<file path="src/hw/rtl/ftns_pkg.sv">
// Shared constants, request and status codes, and the control/status structs
// of the feature table search core. No dependencies.
package ftns_pkg;

  localparam int TABLE_ROWS     = 512;
  localparam int MAX_VECTOR_LEN = 512;

  localparam int ROW_W = (TABLE_ROWS > 1) ? $clog2(TABLE_ROWS) : 1;
  localparam int IDX_W = (MAX_VECTOR_LEN > 1) ? $clog2(MAX_VECTOR_LEN) : 1;
  localparam int CNT_W = $clog2(MAX_VECTOR_LEN + 1);
  localparam int ADDR_W = ROW_W + IDX_W;

  localparam int TYPE_W    = 3;
  localparam int REQ_ROW_W = 10;
  localparam int ELEM_W    = 16;
  localparam int VLEN_W    = 10;
  localparam int STATUS_W  = 3;
  localparam int RES_ROW_W = 9;
  localparam int SCORE_W   = 41;
  localparam int PROD_W    = 2 * ELEM_W;
  localparam int SUM_W     = PROD_W + IDX_W;
  localparam int ACC_W     = (SUM_W > SCORE_W) ? SUM_W : SCORE_W;

  localparam logic [VLEN_W-1:0] VLEN_RESET = 10'd512;

  localparam logic [TYPE_W-1:0] REQ_ADD    = 3'd0;
  localparam logic [TYPE_W-1:0] REQ_DELETE = 3'd1;
  localparam logic [TYPE_W-1:0] REQ_REG    = 3'd2;
  localparam logic [TYPE_W-1:0] REQ_UPDATE = 3'd3;
  localparam logic [TYPE_W-1:0] REQ_SEARCH = 3'd4;

  localparam logic [STATUS_W-1:0] ST_OK       = 3'd0;
  localparam logic [STATUS_W-1:0] ST_SIZE     = 3'd1;
  localparam logic [STATUS_W-1:0] ST_FULL     = 3'd2;
  localparam logic [STATUS_W-1:0] ST_DEL_ROW  = 3'd3;
  localparam logic [STATUS_W-1:0] ST_DEL_IDLE = 3'd4;
  localparam logic [STATUS_W-1:0] ST_UPD_IDLE = 3'd5;

  localparam logic signed [ACC_W-1:0] ACC_SMAX =
    {{(ACC_W-SCORE_W+1){1'b0}}, {(SCORE_W-1){1'b1}}};
  localparam logic signed [ACC_W-1:0] ACC_SMIN =
    {{(ACC_W-SCORE_W+1){1'b1}}, {(SCORE_W-1){1'b0}}};

  typedef struct packed {
    logic                accept;
    logic                begin_req;
    logic                set_status;
    logic [STATUS_W-1:0] status;
    logic                tgt_req;
    logic                tgt_scan;
    logic                set_used;
    logic                clr_used;
    logic                scan_clr;
    logic                scan_inc;
    logic                j_clr;
    logic                copy_rd;
    logic                mac_rd;
    logic                acc_clr;
    logic                cmp;
    logic                finish;
  } ftns_cmd_t;

  typedef struct packed {
    logic              len_ok;
    logic              row_ok;
    logic              used_req;
    logic              used_scan;
    logic              scan_last;
    logic              j_last;
    logic [TYPE_W-1:0] req_type;
  } ftns_sts_t;

  function automatic logic signed [SCORE_W-1:0] sat_score(
    input logic signed [ACC_W-1:0] v);
    logic signed [SCORE_W-1:0] r;
    if (v > ACC_SMAX) r = ACC_SMAX[SCORE_W-1:0];
    else if (v < ACC_SMIN) r = ACC_SMIN[SCORE_W-1:0];
    else r = v[SCORE_W-1:0];
    return r;
  endfunction

endpackage

</file>
<file path="src/hw/rtl/ftns_ctrl.sv">
// Sequencer of the feature table search core: request decode, idle row scan,
// row copy and search walk. Depends on ftns_pkg.
module ftns_ctrl (
  input  logic               clk,
  input  logic               rst_n,
  input  logic               start,
  input  logic               in_last,
  input  ftns_pkg::ftns_sts_t sts,
  output ftns_pkg::ftns_cmd_t cmd,
  output logic               busy,
  output logic               out_valid
);
  import ftns_pkg::*;

  localparam logic [3:0] S_IDLE   = 4'd0;
  localparam logic [3:0] S_DECIDE = 4'd1;
  localparam logic [3:0] S_FIND   = 4'd2;
  localparam logic [3:0] S_COPY   = 4'd3;
  localparam logic [3:0] S_CFIN   = 4'd4;
  localparam logic [3:0] S_SCAN   = 4'd5;
  localparam logic [3:0] S_MAC    = 4'd6;
  localparam logic [3:0] S_DR1    = 4'd7;
  localparam logic [3:0] S_DR2    = 4'd8;
  localparam logic [3:0] S_CMP    = 4'd9;
  localparam logic [3:0] S_DONE   = 4'd10;

  logic [3:0] state_r, state_nxt;

  assign busy      = (state_r != S_IDLE);
  assign out_valid = (state_r == S_DONE);

  always_ff @(posedge clk) begin
    if (!rst_n) state_r <= S_IDLE;
    else state_r <= state_nxt;
  end

  always_comb begin
    cmd       = '0;
    state_nxt = state_r;
    unique case (state_r)
      S_IDLE: begin
        if (start) begin
          cmd.accept = 1'b1;
          if (in_last) state_nxt = S_DECIDE;
        end
      end
      S_DECIDE: begin
        cmd.begin_req = 1'b1;
        state_nxt     = S_DONE;
        unique case (sts.req_type)
          REQ_ADD: begin
            if (!sts.len_ok) begin
              cmd.set_status = 1'b1;
              cmd.status     = ST_SIZE;
            end else begin
              cmd.scan_clr = 1'b1;
              state_nxt    = S_FIND;
            end
          end
          REQ_DELETE: begin
            if (!sts.row_ok) begin
              cmd.set_status = 1'b1;
              cmd.status     = ST_DEL_ROW;
            end else if (!sts.used_req) begin
              cmd.set_status = 1'b1;
              cmd.status     = ST_DEL_IDLE;
            end else begin
              cmd.clr_used = 1'b1;
            end
          end
          REQ_REG: begin
            if (!sts.row_ok || !sts.len_ok) begin
              cmd.set_status = 1'b1;
              cmd.status     = ST_SIZE;
            end else begin
              cmd.tgt_req = 1'b1;
              cmd.j_clr   = 1'b1;
              state_nxt   = S_COPY;
            end
          end
          REQ_UPDATE: begin
            if (!sts.row_ok || !sts.len_ok) begin
              cmd.set_status = 1'b1;
              cmd.status     = ST_SIZE;
            end else if (!sts.used_req) begin
              cmd.set_status = 1'b1;
              cmd.status     = ST_UPD_IDLE;
            end else begin
              cmd.tgt_req = 1'b1;
              cmd.j_clr   = 1'b1;
              state_nxt   = S_COPY;
            end
          end
          REQ_SEARCH: begin
            if (!sts.len_ok) begin
              cmd.set_status = 1'b1;
              cmd.status     = ST_SIZE;
            end else begin
              cmd.scan_clr = 1'b1;
              state_nxt    = S_SCAN;
            end
          end
          default: begin
            cmd.set_status = 1'b1;
            cmd.status     = ST_SIZE;
          end
        endcase
      end
      S_FIND: begin
        if (!sts.used_scan) begin
          cmd.tgt_scan = 1'b1;
          cmd.j_clr    = 1'b1;
          state_nxt    = S_COPY;
        end else if (sts.scan_last) begin
          cmd.set_status = 1'b1;
          cmd.status     = ST_FULL;
          state_nxt      = S_DONE;
        end else begin
          cmd.scan_inc = 1'b1;
        end
      end
      S_COPY: begin
        cmd.copy_rd = 1'b1;
        if (sts.j_last) state_nxt = S_CFIN;
      end
      S_CFIN: begin
        // The last element lands in the table at this edge.
        cmd.set_used = 1'b1;
        state_nxt    = S_DONE;
      end
      S_SCAN: begin
        if (sts.used_scan) begin
          cmd.j_clr   = 1'b1;
          cmd.acc_clr = 1'b1;
          state_nxt   = S_MAC;
        end else if (sts.scan_last) begin
          state_nxt = S_DONE;
        end else begin
          cmd.scan_inc = 1'b1;
        end
      end
      S_MAC: begin
        cmd.mac_rd = 1'b1;
        if (sts.j_last) state_nxt = S_DR1;
      end
      S_DR1: state_nxt = S_DR2;
      S_DR2: state_nxt = S_CMP;
      S_CMP: begin
        cmd.cmp = 1'b1;
        if (sts.scan_last) begin
          state_nxt = S_DONE;
        end else begin
          cmd.scan_inc = 1'b1;
          state_nxt    = S_SCAN;
        end
      end
      S_DONE: begin
        cmd.finish = 1'b1;
        state_nxt  = S_IDLE;
      end
      default: state_nxt = S_IDLE;
    endcase
  end

endmodule

</file>
<file path="config.mk">
export PLATFORM = sky130hd
export DESIGN_NAME = ftns_ctrl
export DESIGN_NICKNAME = d
export VERILOG_FILES = /design/src/hw/rtl/ftns_pkg.sv /design/src/hw/rtl/ftns_ctrl.sv
export SDC_FILE = /design/constraint.sdc
export NUM_CORES = 1
export LEC_CHECK = 0
export BUFFER_PORTS_ARGS = -buffer_cell sky130_fd_sc_hd__buf_4
export CAP_MARGIN = 25
export CORE_MARGIN = 2
export CORE_UTILIZATION = 46
export CTS_CLUSTER_DIAMETER = 30
export DETAILED_ROUTE_END_ITERATION = 7
export PLACE_DENSITY = 0.79
export SYNTH_ARGS = -nofsm -noshare
export SYNTH_HDL_FRONTEND = slang
export SYNTH_SLANG_ARGS = --single-unit
</file>
<file path="constraint.sdc">
create_clock -name clk -period 1.9 [get_ports clk]
set_clock_uncertainty 0.1 [all_clocks]
set_input_delay 0.38 -clock clk [delete_from_list [all_inputs] [get_ports clk]]
set_output_delay 0.38 -clock clk [all_outputs]
set_load 0.05 [all_outputs]
</file>
==> results_dict.tcl <==
set metrics [dict create \
    routed_wl_mm 3.002 \
    relSlewSlack_pct 77.42 \
    area_growth_syn_to_layout_pct 83.73 \
    finalSetupViolations 8 \
    fillers 77 \
    routed_via_density 6.304 \
    rr_endpoint "state_r[2]" \
    n_antenna_cell 0 \
    clk_pin_slew_ps 40 \
    pin_count 33 \
    rsz0062_at_grt "true" \
    holdWs_ps 278.5 \
    port_buffers 32 \
    crit_required_ps 1420 \
    regArea_um2 90.09 \
    grt_pass1_vias 919 \
    grt.total_usage_pct 31.04 \
    rows 14 \
    p_leak_nw 0.5956 \
    drive_above_1_share_pct 60.69 \
    r2r_start "state_r[1]" \
    violations "negative setup slack" \
    grt_overflow 0 \
    status "finished with violations" \
    grt_max_degree 19 \
    cts_inserted_buffers 3 \
    layout_setup_ws_ps -68.19 \
    holdBufCountCts 0 \
    min-delay-start "rst_n" \
    routedWlPerCell_um 18.65 \
    initial_core_util_pct 49.08 \
    drv_cap 0 \
    drv_slew 0 \
    crit_path_start_kind "register" \
    ant_nets 0 \
    htreeDepth 1 \
    syn-cell-area_um2 730.7 \
    placed_area_um2 1142 \
    drc 0 \
    die_area_um2 1923 \
    regMostFlops "state_r" \
    synth-main-ff-cell "dfxtp_1" \
    final_area_um2 1343 \
    place_ws_ps 55.53 \
    r2r_cells 5 \
    end_kind "primary output" \
    critPathMaxFanout 4 \
    ys_seq_area_share_pct 10.96 \
    clk_path_buf_depth 2 \
    netlist_instances 103 \
    max_freq_ghz 0.5081 \
    clk_latency_ps 250 \
    nets 160 \
    routabilityCongestion 0.8461 \
    grt_pass1_wl_mm 4.319 \
    worst_pin_slew_ps 338.7 \
    fp.dieW_um 43.86 \
    layout_common_cells "buf_4 (38), buf_6 (8), nand2_1 (7)" \
    dp_hpwl_mm 1.853 \
    multi_input_comb_area_um2 758.2 \
    dr.pass1.iters 4 \
    ys_types 49 \
    yosys_warnings 0 \
    antenna_found_initial 0 \
    hold_class "in2reg" \
    crit_start "state_r[1]" \
    holdPathStages 2 \
    finalSetupTns_ps -352.3 \
    cts_tree "done" \
    cp.arrival_ps 1490 \
    reg2reg_slack_ps 320 \
    layout_commonest_cell "buf_4" \
    pwr_density_cell_nw_per_um2 1592 \
    syn-num-nets 116 \
    hold_viol_final 0 \
    vias 1015 \
    period_share_pct 103.6 \
    synth_edf_count 0 \
    cts_root_buffer "clkbuf_4" \
    ir_worst_vdd_v 0.001075 \
    reg_top3 "state_r x4" \
    critPathKind "reg2out" \
    core_area_um2 1489 \
    synth_area_per_cell_um2 7.094 \
    synthArstFlopShare_pct 0 \
    cts.sinks 4 \
    critPathCapture "cmd[5]" \
    fin_crit_ps 1968 \
    synth-seq-cells 4 \
    largest_register_ff_count 4 \
    drtIter0Drc 32 \
    dieHeight_um 43.86 \
]
-- Yosys cell counts, drive strengths merged, types with 2 or more instances --
library cell | n | area (um2)
nor2 | 12 | 52.55
buf | 10 | 67.56
nand2 | 9 | 43.80
nand2b | 8 | 60.06
and3 | 5 | 32.53
inv | 5 | 18.77
a21oi | 4 | 20.02
dfxtp | 4 | 80.08
nand3 | 4 | 25.02
o21ai | 4 | 20.02
o31ai | 4 | 30.03
nor3 | 3 | 20.02
nor4 | 3 | 18.77
a221oi | 2 | 23.77
nand4 | 2 | 12.51
nor2b | 2 | 20.02
nor3b | 2 | 15.01
o21a | 2 | 15.01
-- worst min path at each step --
stage	endpoint	slack (ps)
3_3_place_gp	state_r[1]	520
6_report	state_r[1]	280
4_1_cts	state_r[1]	270
3_5_place_dp	state_r[1]	520
2_1_floorplan	state_r[1]	400
5_1_grt	state_r[1]	270
-- cells by family (layout without fill, tap and decap cells) --
family,Yosys count,in the layout,share of synthesized area (%)
buffers and inverters,15,57,11.81
AOI/OAI and AO/OA,24,24,23.97
muxes,1,1,1.541
xor gates and xnor gates,1,1,1.199
and+or+nand+nor,58,58,50.52
DFF,4,4,10.96
-- what timing repair did --
action,CTS,global route
gates cloned,0,0
setup buffers,2,2
endpoints found under the setup margin,12,11
gates resized for setup,24,10
pin swaps,8,5
-- critical path, cell delays in order, from the launching register on --
cell	delay (ps)
dfxtp_2	420
nor2_4	70
nand2_4	110
inv_8	50
nand2_8	60
nor3_4	40
or3_4	330
buf_8	160
-- per-stage QoR --
stage / util (%) / instances / power [mW]
after detailed placement: 76.72 / 154 / 1.692
after global routing: 90.17 / 161 / 2.221
final: 90.17 / 161 / 2.137
after global placement: 76.72 / 154 / 1.665
after CTS: 85.55 / 159 / 1.970
after floorplan: - / 103 / 1.300
-- layer usage --
metal	vias up	global-route usage, %	wire [um]
met2	73	55.59	1658
met5	-	0	0
met4	0	12.73	62
met1	474	35.59	1053
li1	460	-	-
met3	8	5.833	227
-- report_power, final --
part           internal, mW  total [mW]  leakage [nW]  switching, mW
clock network        0.0712       0.114        0.0138         0.0431
registers             0.135       0.204        0.0350         0.0686
logic                 0.710        1.82         0.547           1.11
total                 0.916        2.14         0.596           1.22
-- area by class of cell --
type / instances / area share, %
multi-input cells: 84 / 56.48
repair buffers: 49 / 31.69
flip-flops and latches: 4 / 6.710
inverters: 5 / 1.957
clock buffers: 3 / 1.678
well taps: 16 / 1.491
Note: power is estimated with default switching activity, not from simulation.
